<file path="config.mk">
export PLATFORM = sky130hd
export DESIGN_NAME = lpbrq_ctrl
export DESIGN_NICKNAME = d
export VERILOG_FILES = /design/src/hw/rtl/lpbrq_pkg.sv /design/src/hw/rtl/lpbrq_ctrl.sv
export SDC_FILE = /design/constraint.sdc
export NUM_CORES = 1
export LEC_CHECK = 0
export ABC_AREA = 1
export ABC_CLOCK_PERIOD_IN_PS = 1100
export BUFFER_PORTS_ARGS = -buffer_cell sky130_fd_sc_hd__buf_4
export CAP_MARGIN = 20
export CORE_AREA = 2 2 39 41
export DETAILED_ROUTE_END_ITERATION = 7
export DIE_AREA = 0 0 41 43
export PLACE_DENSITY = 0.6
export SYNTH_ARGS = -nofsm -noshare
export SYNTH_HDL_FRONTEND = slang
export SYNTH_SLANG_ARGS = --single-unit
</file>
<file path="constraint.sdc">
create_clock -name clk -period 1.1 [get_ports clk]
set_input_delay 0.165 -clock clk [delete_from_list [all_inputs] [get_ports clk]]
set_output_delay 0.165 -clock clk [all_outputs]
set_load 0.02 [all_outputs]
</file>
<file path="src/hw/rtl/lpbrq_pkg.sv">
// Shared types and constants for the length-prefixed byte ring queue.
// Holds the result status codes and the controller/datapath command and status structs.
// No dependencies.
package lpbrq_pkg;

	// Fixed field widths of the item and result ports.
	localparam int unsigned BYTE_W   = 8;
	localparam int unsigned LEN_W    = 12;
	localparam int unsigned STATUS_W = 3;
	localparam int unsigned USED_W   = 13;

	// Result status codes.
	localparam logic [STATUS_W-1:0] ST_PUSHED    = 3'd0;
	localparam logic [STATUS_W-1:0] ST_FULL      = 3'd1;
	localparam logic [STATUS_W-1:0] ST_ZERO      = 3'd2;
	localparam logic [STATUS_W-1:0] ST_POPPED    = 3'd3;
	localparam logic [STATUS_W-1:0] ST_EMPTY     = 3'd4;
	localparam logic [STATUS_W-1:0] ST_TOO_LARGE = 3'd5;

	// Mode codes of an input item.
	localparam logic MODE_PUSH = 1'b0;
	localparam logic MODE_POP  = 1'b1;

	// Commands from the controller to the datapath; at most one work command per cycle.
	typedef struct packed {
		logic capture;
		logic push_cont;
		logic push_zero;
		logic push_drop;
		logic push_open;
		logic cnt_clr;
		logic hdr_wr;
		logic push_first;
		logic pop_empty;
		logic hdr_rd;
		logic pop_skip;
		logic pop_load;
		logic pop_rd;
		logic pop_take;
		logic out_load;
	} cmd_t;

	// Status from the datapath to the controller.
	typedef struct packed {
		logic is_pop;
		logic push_active;
		logic len_zero;
		logic no_room;
		logic pop_active;
		logic ring_empty;
		logic hdr_wr_done;
		logic hdr_rd_done;
		logic size_bad;
		logic out_busy;
	} sts_t;

	// Header byte idx of a message length, little-endian.
	function automatic logic [BYTE_W-1:0] hdr_byte(input logic [LEN_W-1:0] len,
	                                              input logic [1:0] idx);
		logic [BYTE_W-1:0] b;
		begin
			unique case (idx)
				2'd0: b = len[7:0];
				2'd1: b = {4'b0000, len[11:8]};
				default: b = '0;
			endcase
			return b;
		end
	endfunction

endpackage

</file>
<file path="src/hw/rtl/lpbrq_ctrl.sv">
// Controller state machine of the length-prefixed byte ring queue.
// Depends on lpbrq_pkg for the command and status structs.
module lpbrq_ctrl
	import lpbrq_pkg::*;
(
	input  logic clk,
	input  logic arst_n,
	input  logic in_valid,
	output logic in_ready,
	input  sts_t sts,
	output cmd_t cmd
);

	localparam logic [3:0] S_IDLE    = 4'd0;
	localparam logic [3:0] S_DECIDE  = 4'd1;
	localparam logic [3:0] S_HDR_WR  = 4'd2;
	localparam logic [3:0] S_DATA_WR = 4'd3;
	localparam logic [3:0] S_HDR_RD  = 4'd4;
	localparam logic [3:0] S_CHECK   = 4'd5;
	localparam logic [3:0] S_RD_DATA = 4'd6;
	localparam logic [3:0] S_RD_TAKE = 4'd7;
	localparam logic [3:0] S_DONE    = 4'd8;

	logic [3:0] state_q;
	logic [3:0] state_nx;

	// A new item is taken only when idle and the result register is free by then.
	assign in_ready = (state_q == S_IDLE) && !sts.out_busy;

	// Next state and command decode.
	always_comb begin
		state_nx = state_q;
		cmd      = '0;
		unique case (state_q)
			S_IDLE: begin
				if (in_valid && in_ready) begin
					cmd.capture = 1'b1;
					state_nx    = S_DECIDE;
				end
			end
			S_DECIDE: begin
				if (!sts.is_pop) begin
					priority if (sts.push_active) begin
						cmd.push_cont = 1'b1;
						state_nx      = S_DONE;
					end else if (sts.len_zero) begin
						cmd.push_zero = 1'b1;
						state_nx      = S_DONE;
					end else if (sts.no_room) begin
						cmd.push_drop = 1'b1;
						state_nx      = S_DONE;
					end else begin
						cmd.push_open = 1'b1;
						cmd.cnt_clr   = 1'b1;
						state_nx      = S_HDR_WR;
					end
				end else begin
					priority if (sts.pop_active) begin
						cmd.pop_rd = 1'b1;
						state_nx   = S_RD_TAKE;
					end else if (sts.ring_empty) begin
						cmd.pop_empty = 1'b1;
						state_nx      = S_DONE;
					end else begin
						cmd.cnt_clr = 1'b1;
						state_nx    = S_HDR_RD;
					end
				end
			end
			S_HDR_WR: begin
				cmd.hdr_wr = 1'b1;
				if (sts.hdr_wr_done) begin
					state_nx = S_DATA_WR;
				end
			end
			S_DATA_WR: begin
				cmd.push_first = 1'b1;
				state_nx       = S_DONE;
			end
			S_HDR_RD: begin
				cmd.hdr_rd = 1'b1;
				if (sts.hdr_rd_done) begin
					state_nx = S_CHECK;
				end
			end
			S_CHECK: begin
				if (sts.size_bad) begin
					cmd.pop_skip = 1'b1;
					state_nx     = S_DONE;
				end else begin
					cmd.pop_load = 1'b1;
					state_nx     = S_RD_DATA;
				end
			end
			S_RD_DATA: begin
				cmd.pop_rd = 1'b1;
				state_nx   = S_RD_TAKE;
			end
			S_RD_TAKE: begin
				cmd.pop_take = 1'b1;
				state_nx     = S_DONE;
			end
			S_DONE: begin
				cmd.out_load = 1'b1;
				state_nx     = S_IDLE;
			end
			default: begin
				state_nx = S_IDLE;
			end
		endcase
	end

	// State register.
	always_ff @(posedge clk or negedge arst_n) begin
		if (!arst_n) begin
			state_q <= S_IDLE;
		end else begin
			state_q <= state_nx;
		end
	end

endmodule

</file>
==> impl_results.md, run 1 <==
* Slowest CP cell: dfrtp_2
* Initial Util at 0.307
* Synth Area in XOR/XNOR at 0
* Final wirelength at 1700 um
* WS Path Type: register to primary output
* Inst Count DP at about 130
* Data arrival time of the worst path at ~1.3 ns
* Die ar. at 0.00176 mm2
* Worst slew pin tran at 0.206 ns
* PwrDens at 2070 mW/mm2
* First-pass GRT wire length at about 2500 um
* Drt wl/cell at around 12 um
* Top-count cell post-synth: inv_1
* Antenna fix cells at 0
* Adder-Cell Fraction of Synth Area at 0
* Worst clock skew at roughly 0.0068 ns
* Final Util at 0.769
* Io pins at 29
* Top reg by flops: state_q
* Largest net degree at the start of global routing at 9
* Vias in the first global route at approximately 650
* Max reg flops at 4
* Via count at around 680
* Area Growth Syn to Fin at 151%
* Worst Setup End Kind: primary output
* Worst Setup SP: state_q[1]
* Hold WS at 0.272 ns
* Crit path required time at between 0.9 and 1 ns
* PortBufs at 28
* Clock latency on the worst-skew pair at about 0.25 ns
* Post-DP HPWL at 1040 um
* Max transition margin at 0.862
* Setup slack after layout at -0.382 ns
* Most used cell along the critical path: nor2_4
* Global Route Usage Sum at 0.210
* Syn avg cell area at 5.97 um2
* Ratio of cells with drive above 1 in the final layout at 0.698
* Core area at 0.00138 mm2
* Residual DRC count at 0
* Crit path time final at 1.48 ns
* Max Slew Vio Count at 0
* Area fraction in compound gates after synthesis at 0.0295
* Pint at 1180 uW
* DIE WIDTH at slightly above 40 um
* Synth Flop Type: dfrtp_1
* Routability cong. at ~0.79
* Worst-path cell chain: nor2_4 -> buf_4 -> nand2_4 -> nor2_4 -> buf_6
* RSZ-0062 raised after global routing: true
* Number of core rows at 14
* Reg2Reg Setup Slack at -0.22 ns
* Setup TNS at -5.72 ns
* Critical path startpoint category: register
* Maxcap violations at 0
* Initial antenna violation count at 0
* Top flop regs: state_q x4
* # setup viols final at 20
* Net switching power at just over 1000 uW
* Clock root buffer: clkbuf_4
* Clock power share at 0.090
* H-tree levels at 1
* Failing checks: negative setup slack
* TritonCTS Buffers at 3
* Mapped cell area at 424 um2
* Cells on worst reg2reg path at 7
* Post-layout nets at roughly 140
* Sw Share at 0.466
* Outcome: finished with violations
* Final Power at 2200 uW
* Worst path max stage delay at between 0.4 and 0.5 ns
* Final Hold Viols at 0
* Post-synth top cells: inv_1, nand2_1, nand3_1
* Setup crit end: cmd[4]
* Clk buf depth at 2
* Netlist cell types at 16
* Syn_nets at 84
* Fmax at about 670 MHz
* Static Leak at ~0.00057 uW
* Non-Filler Instances at roughly 140
* Post-synth EDFFs at 0
* R2r endpoint: state_q[0]
* CTS tree: yes
* Sequential area share after synthesis at 0.236
* Drt pass-1 iters at 4
* Violation count after the first detailed-route iteration at 10
* Post-route antenna net violation count at 0
* Final period util at 1.35
* Largest family of logic cells by synthesized area: simple AND/OR/NAND/NOR gates
* Clock Sinks at 4
* Simple logic cell fraction of the synthesized area at 0.581
* Post-synthesis mux area share at 0
* Crit-path max FO at 5
* Dominant cell type by area after synthesis: dfrtp_1
* CTS clk-pin slew, worst paths at roughly 0.040 ns
* Synth area leaders: dfrtp_1, inv_1, nand3_1
* Ys async rst share at 1.00
* R2R Path Start: state_q[3]
* Flop pwr share at 0.120
* Max VDD drop at approximately 1.1 mV
* Yosys top cell area share at 0.236
* Comb pwr share at 0.790
* Cells after synthesis at approximately 70
* YS warnings at 0
* #FFs+latches synth at 4
* Grt total ovfl at 0
* Min-Delay Path Class: input pin to asynchronous set/reset pin
* Die H at 43 um
* Via density per instance at around 4.8
-- layer usage --
metal | vias up | routed length, um | GRT usage
met5 | - | 0 | 0
met4 | 0 | 38 | 0.100
met3 | 5 | 81 | 0.0314
met2 | 25 | 1020 | 0.375
met1 | 309 | 567 | 0.219
li1 | 345 | - | -
-- per-stage QoR --
stage               setup WS [ns]  area [um2]
floorplan                  -0.113         492
global placement           -0.124         815
detailed placement         -0.118         815
CTS                        -0.356        1000
global route               -0.445        1060
finish                     -0.382        1060
-- worst min-delay path by stage --
stage / from / to / slack (ns)
finish: arst_n / state_q[0] / 0.27
CTS: arst_n / state_q[3] / 0.28
global route: arst_n / state_q[0] / 0.28
detailed placement: arst_n / state_q[3] / -0.04
global placement: arst_n / state_q[3] / -0.04
floorplan: arst_n / state_q[0] / -0.13
-- layout by cell type, fill, tap and decap left out, drive strengths merged --
cell type    count
a21oi            1
inv             16
nand3            9
o211ai           1
dfrtp            4
nor4             1
nor2            13
nand2           13
clkbuf           3
buf             52
dlygate4sd3      1
nor3             7
nand3b           1
nand4            4
-- logic make-up after synthesis --
logic type / after synthesis
flops: 4
simple gates: 48
buf+inv: 17
compound gates: 2
-- cell type report --
cell class | count | area (um2)
fill | 102 | 320
timing repair buffer | 53 | 457
inverter | 16 | 62.6
multi-input combinational | 50 | 400
sequential | 4 | 101
clock buffer | 3 | 22.5
tap | 16 | 20.0
-- worst max-delay path: cells and delay by family (launching register included) --
family / cells / cell delay [ns]
buf+inv: 2 / 0.28
simple gates: 3 / 0.35
flops: 1 / 0.43
-- power groups by stage --
stage	clock network (uW)	registers, uW	logic [uW]
after floorplan	0	272	644
after detailed placement	0	259	1130
after global routing	218	274	1840
after global placement	0	257	1140
final	198	264	1740
after CTS	182	260	1510
-- what timing repair did --
item / in CTS / in global routing
pin swaps: 10 / 13
setup endpoints to repair: 20 / 20
resized for setup: 24 / 13
hold buffers: 1 / 0
buffers inserted: 9 / 4
endpoints found under the hold margin: 4 / 0
Power figures use the tool's default switching activity.
==> inputs of run 2 (changes only) <==
--- a/config.mk
+++ b/config.mk
@@ -6,7 +6,7 @@
 export NUM_CORES = 1
 export LEC_CHECK = 0
 export ABC_AREA = 1
-export ABC_CLOCK_PERIOD_IN_PS = 1100
+export ABC_CLOCK_PERIOD_IN_PS = 1510
 export BUFFER_PORTS_ARGS = -buffer_cell sky130_fd_sc_hd__buf_4
 export CAP_MARGIN = 20
 export CORE_AREA = 2 2 39 41
==> constraint.sdc (replaced) <==
create_clock -name clk -period 1.51 [get_ports clk]
set_input_delay 0.2265 -clock clk [delete_from_list [all_inputs] [get_ports clk]]
set_output_delay 0.2265 -clock clk [all_outputs]
set_load 0.02 [all_outputs]
==> run 2 against run 1 <==
First-iteration DRC count rose by 10%. Sequential share of layout area grew 3.0 points. The flow still finishes with violations (negative setup slack). Non-clock buffer count decreased by 16. Design area down 24%. Largest power group unchanged. Largest cell class is now multi-input combinational cells. Register-to-register slack better by 0.49 ns. Combinational power down 55%. Final cell count fell by 11%. Clock skew fell by 0.0030 ns. Sequential cell count unchanged. Highest routed layer unchanged. Total power decreased by 49%.
==> impl_results.md, run 2 (synthesized netlist as in run 1, its figures left out) <==
* Cells on worst reg2reg path at 7 (unchanged)
* Core area at 0.00138 mm2 (unchanged)
* Post-DP HPWL at 950 um (-9.1%)
* Io pins at 29 (unchanged)
* Die H at 43 um (unchanged)
* PortBufs at 28 (unchanged)
* First-pass GRT wire length at 2050 um (-18%)
* Fillcell total at 141 (+38%)
* # setup viols final at 2 (-90%)
* Most frequent cells in the layout: buf_4, inv_1, nand2_1
* Post-route antenna net violation count at 0 (unchanged)
* Max transition margin at 0.858 (-0.00389)
* Max VDD drop at 0.509 mV (-53%)
* Via density per instance at 4.71 (-2.1%)
* DIE WIDTH at 41 um (unchanged)
* Grt total ovfl at 0 (unchanged)
* Post-layout nets at 125 (-11%)
* Crit-path max FO at 6 (+1)
* Clock latency on the worst-skew pair at 0.24 ns (about the same)
* Clock Sinks at 4 (unchanged)
* Final wirelength at 1270 um (-26%)
* Static Leak at 0.000456 uW (-20%)
* Violation count after the first detailed-route iteration at 11 (+1)
* Routability cong. at 0.741 (-6.6%)
* Final Hold Viols at 0 (unchanged)
* Slowest CP cell: dfrtp_1
* Met1 Resource Use GR at 0.191 (-0.0280)
* Maxcap violations at 0 (unchanged)
* Min-Delay Path Class: input pin to asynchronous set/reset pin
* Drt pass-1 iters at 4 (unchanged)
* Number of core rows at 14 (unchanged)
* Critical path startpoint category: register
* Die ar. at 0.00176 mm2 (unchanged)
* Drt wl/cell at 10.1 um (-16%)
* CTS tree: yes
* Max reg flops at 4 (unchanged)
* Worst Setup End Kind: primary output
* Max Slew Vio Count at 0 (unchanged)
* Place WS at 0.174 ns (+0.292 ns)
* Final Util at 0.583 (-0.185)
* Hold WS at 0.318 ns (+0.0454 ns)
* H-tree levels at 1 (unchanged)
* Inst Count DP at 114 (-10%)
* Non-Filler Instances at 126 (-11%)
* RSZ-0062 raised after global routing: true
* Antenna fix cells at 0 (unchanged)
* Worst-path cell chain: nor2_4 -> nand2_4 -> nor4_2 -> buf_4
* Final period util at 1.02
* Commonest non-fill, non-tap cell in the layout: buf_4
* Initial antenna violation count at 0 (unchanged)
* Global Route Usage Sum at 0.168 (-0.0419)
* Worst path max stage delay at 0.41 ns (-0.02 ns)
* Clk buf depth at 2 (unchanged)
* Initial Util at 0.307 (unchanged)
* Grt peak-use layer: met2
* Area Growth Syn to Fin at 90.3%
* Failing checks: negative setup slack
* Top flop regs: state_q x4
* Top reg by flops: state_q
* Worst slew pin tran at 0.212 ns (+0.00583 ns)
* Vias in the first global route at 540 (-16%)
* Design area at 807 um2 (-24%)
* Worst clock skew at 0.00385 ns (-0.00298 ns)
* Clock root buffer: clkbuf_4
* GR Layer Usage met3 at 0.0157 (-0.0157)
* CTS clk-pin slew, worst paths at 0.04 ns (about the same)
* Crit path time final at 1.53 ns
* Ratio of cells with drive above 1 in the final layout at 0.555 (-0.144)
* Largest net degree at the start of global routing at 9 (unchanged)
* Setup slack after layout at -0.0247 ns (+0.357 ns)
* PwrDens at 1380 mW/mm2 (-33%)
* Residual DRC count at 0 (unchanged)
* Via count at 594 (-13%)
* TritonCTS Buffers at 3 (unchanged)
* Outcome: finished with violations
* Crit path required time at 1.28 ns (+0.34 ns)
* Data arrival time of the worst path at 1.31 ns (about the same)
* DP Area at 656 um2 (-20%)
* Fmax at about 650 MHz
* Met2 Use GR at 0.272 (-0.103)
* WS Path Type: register to primary output
-- run 2: cell count changes in the layout (fill, tap and decap cells not counted), sizes merged --
cell	change
buf	-16
-- run 2: through the flow --
stage                     total power [uW]  TNS, ns
final                                 1110  -0.0272
after CTS                             1050  -0.0527
after global routing                  1210   -0.561
after detailed placement               781        0
after floorplan                        602        0
after global placement                 781        0
-- run 2: repair_timing --
item,CTS,global route
gates cloned,0,0
hold buffers,1,0
setup buffers,6,2
pin swaps,3,5
endpoints found under the setup margin,8,15
resized for setup,6,10
endpoints found under the hold margin,4,0
-- run 2: cell type report --
cell class | count | area (um2) | share of cell area
Clock buffer | 3 | 22.5 | 0.0279
Inverter | 16 | 60.1 | 0.0744
Multi-Input combinational cell | 50 | 315 | 0.391
Sequential cell | 4 | 101 | 0.126
Tap cell | 16 | 20.0 | 0.0248
Timing Repair Buffer | 37 | 288 | 0.357
-- run 2: layer usage --
layer / routed length (um) / vias up
li1: - / 307
met1: 504 / 259
met2: 644 / 23
met3: 82 / 5
met4: 36 / 0
met5: 0 / -
-- run 2: power breakdown --
group          internal (uW)  switching (uW)  leakage (uW)
registers                148            51.2     0.0000508
clock network           89.1            47.8     0.0000138
logic                    338             439      0.000391
total                    575             538      0.000456
-- run 2: worst paths after layout --
check	from	end	slack, ns
max in group asynchronous	arst_n	state_q[1]	1.08
worst min-delay path	arst_n	state_q[0]	0.32
worst max register to register	state_q[3]	state_q[3]	0.27
worst max-delay path	state_q[2]	cmd[12]	-0.02
worst min register to register	state_q[1]	state_q[0]	0.71
min in group clk	sts[0]	state_q[0]	0.35
-- run 2: critical path, delay by kind of cell (launching register included) --
| kind | cells | cell delay (ns) |
|---|---|---|
| flops | 1 | 0.41 |
| simple gates | 3 | 0.48 |
| buf+inv | 1 | 0.18 |
==> inputs of run 3 (changes only) <==
--- a/config.mk
+++ b/config.mk
@@ -6,10 +6,11 @@
 export NUM_CORES = 1
 export LEC_CHECK = 0
 export ABC_AREA = 1
-export ABC_CLOCK_PERIOD_IN_PS = 1510
+export ABC_CLOCK_PERIOD_IN_PS = 1500
 export BUFFER_PORTS_ARGS = -buffer_cell sky130_fd_sc_hd__buf_4
 export CAP_MARGIN = 20
 export CORE_AREA = 2 2 39 41
+export CTS_CLUSTER_SIZE = 28
 export DETAILED_ROUTE_END_ITERATION = 7
 export DIE_AREA = 0 0 41 43
 export PLACE_DENSITY = 0.6
==> constraint.sdc (replaced) <==
create_clock -name clk -period 1.5 [get_ports clk]
set_input_delay 0.225 -clock clk [delete_from_list [all_inputs] [get_ports clk]]
set_output_delay 0.225 -clock clk [all_outputs]
set_load 0.02 [all_outputs]
==> run 3 against run 2 <==
Non-clock buffer count up 1. Critical path depth is the same. Sequential cell count is the same. Clock skew stayed put. Global-route usage did not move. Total power is 1.6% higher. Sequential share of layout area fell by 0.12 points. Design area is 0.93% higher. First-iteration DRC count shrank 36%. Via count increased by 0.67%. Final cell count is 0.79% higher. The run still ends with negative setup slack left. Critical endpoint unchanged. Utilization up 0.54 points.
==> impl_results.md, run 3 (synthesized netlist as in run 1, its figures left out) <==
* Setup slack after layout at -0.0373 ns (-0.0125 ns)
* Worst Setup SP: state_q[2]
* H-tree levels at 1 (unchanged)
* Reg2Reg Setup Slack at 0.24 ns (-0.03 ns)
* Crit path time final at 1.54 ns
* Clock power share at 0.122 (about the same)
* Clock root buffer: clkbuf_4
* Grt total ovfl at 0 (unchanged)
* Fmax at approximately 650 MHz
* Drt wl/cell at 9.98 um (-0.87%)
* Critical path startpoint category: register
* Comb pwr share at 0.700 (+0.002)
* First-pass GRT wire length at 2050 um (unchanged)
* Max VDD drop at 0.510 mV (+0.24%)
* Pint at 588 uW (+2.2%)
* Hold WS at 0.316 ns (-0.00150 ns)
* Core area at 0.00138 mm2 (unchanged)
* Failing checks: negative setup slack
* Final Hold Viols at 0 (unchanged)
* Setup TNS at -0.0541 ns (-0.0269 ns)
* Sw Share at 0.480 (-0.00347)
* Area Growth Syn to Fin at 92.0%
* Post-DP HPWL at 950 um (unchanged)
* Clk buf depth at 2 (unchanged)
* Vias in the first global route at 540 (unchanged)
* Initial Util at 0.307 (unchanged)
* Max transition margin at 0.858 (unchanged)
* Worst clock skew at 0.00385 ns (unchanged)
* Fillcell total at 141 (unchanged)
* Static Leak at 0.000461 uW (+1.0%)
* DIE WIDTH at 41 um (unchanged)
* Seq. cell area at 101 um2 (unchanged)
* Maxcap violations at 0 (unchanged)
* Routability cong. at 0.741 (unchanged)
* CTS tree: yes
* Post-route antenna net violation count at 0 (unchanged)
* Inst Count DP at 114 (unchanged)
* Max Slew Vio Count at 0 (unchanged)
* Antenna fix cells at 0 (unchanged)
* Via count at 598 (+0.67%)
* Crit-path max FO at 6 (unchanged)
* Data arrival time of the worst path at 1.31 ns (about the same)
* Final wirelength at 1270 um (about the same)
* Min-Delay Path Class: input pin to asynchronous set/reset pin
* Top reg by flops: state_q
* Drt pass-1 iters at 4 (unchanged)
* Clock latency on the worst-skew pair at 0.24 ns (about the same)
* Clock Sinks at 4 (unchanged)
* Max reg flops at 4 (unchanged)
* Final period util at 1.02
* Place WS at 0.165 ns (-0.00850 ns)
* # setup viols final at 4 (+2)
* Final Power at 1130 uW (+1.6%)
* Die H at 43 um (unchanged)
* Commonest non-fill, non-tap cell in the layout: buf_4
* Global Route Usage Sum at 0.168 (unchanged)
* Die ar. at 0.00176 mm2 (unchanged)
* PortBufs at 28 (unchanged)
* Worst slew pin tran at 0.212 ns (unchanged)
* Post-layout nets at 126 (+0.80%)
* R2R Path Start: state_q[3]
* PwrDens at 1390 mW/mm2 (+0.62%)
* Via density per instance at 4.71 (-0.12%)
* Non-Filler Instances at 127 (+0.79%)
* Crit path required time at 1.27 ns (about the same)
* Initial antenna violation count at 0 (unchanged)
* Outcome: finished with violations
* Most frequent cells in the layout: buf_4, inv_1, nand2_1
* Number of core rows at 14 (unchanged)
* Worst Setup End Kind: primary output
* Io pins at 29 (unchanged)
* Largest net degree at the start of global routing at 9 (unchanged)
* Multi-input gate area at 315 um2 (unchanged)
* Ratio of cells with drive above 1 in the final layout at 0.559 (+0.00401)
* Flop pwr share at 0.178 (about the same)
* Violation count after the first detailed-route iteration at 7 (-4)
* Net switching power at 542 uW (+0.83%)
* Residual DRC count at 0 (unchanged)
* TritonCTS Buffers at 3 (unchanged)
* RSZ-0062 raised after global routing: true
* CTS clk-pin slew, worst paths at 0.04 ns (about the same)
* Top flop regs: state_q x4
* WS Path Type: register to primary output
## run 3: power by group through the flow
stage	Sequential [uW]	Combinational (uW)	Clock [uW]
after floorplan	195	411	0
after global placement	202	584	0
after detailed placement	203	584	0
after CTS	199	718	140
after global routing	206	873	149
final	201	792	138
## run 3: repair_timing
action	CTS	global route
hold buffers	1	0
endpoints found under the setup margin	8	16
pin swaps	4	5
endpoints found under the hold margin	4	0
buffers inserted	6	3
gates resized for setup	6	10
gates cloned	0	0
## run 3: final cells by class
type	instances	share of cell area
multi-input cells	50	0.387
repair buffers	38	0.363
flip-flops and latches	4	0.124
inverters	16	0.0737
clock buffers	3	0.0276
well taps	16	0.0246
## run 3: critical path: stages (launching register included)
cell and delay [ns]:
dfrtp_1 0.41, nor2_4 0.23, nand2_4 0.11, nor4_2 0.14
buf_4 0.18
## run 3: stage by stage
stage,util,area [um2]
5_1_grt,0.589,815
4_1_cts,0.545,754
2_1_floorplan,-,430
3_5_place_dp,0.474,656
3_3_place_gp,0.474,656
6_report,0.589,815
## run 3: path summary, 6_finish.rpt
kind                         endpoint  cells past startpoint
min                        state_q[0]                      2
max in group asynchronous  state_q[1]                      2
min in group clk           state_q[0]                      5
max reg2reg                state_q[0]                      9
max                           cmd[12]                      4
min reg2reg                state_q[0]                      3
## run 3: metal layers
metal / vias up / share of wire / global-route usage / wire length, um
li1: 307 / - / - / -
met1: 263 / 0.39 / 0.191 / 498
met2: 23 / 0.51 / 0.272 / 648
met3: 5 / 0.065 / 0.0157 / 82
met4: 0 / 0.028 / 0.120 / 36
met5: - / 0 / 0 / 0
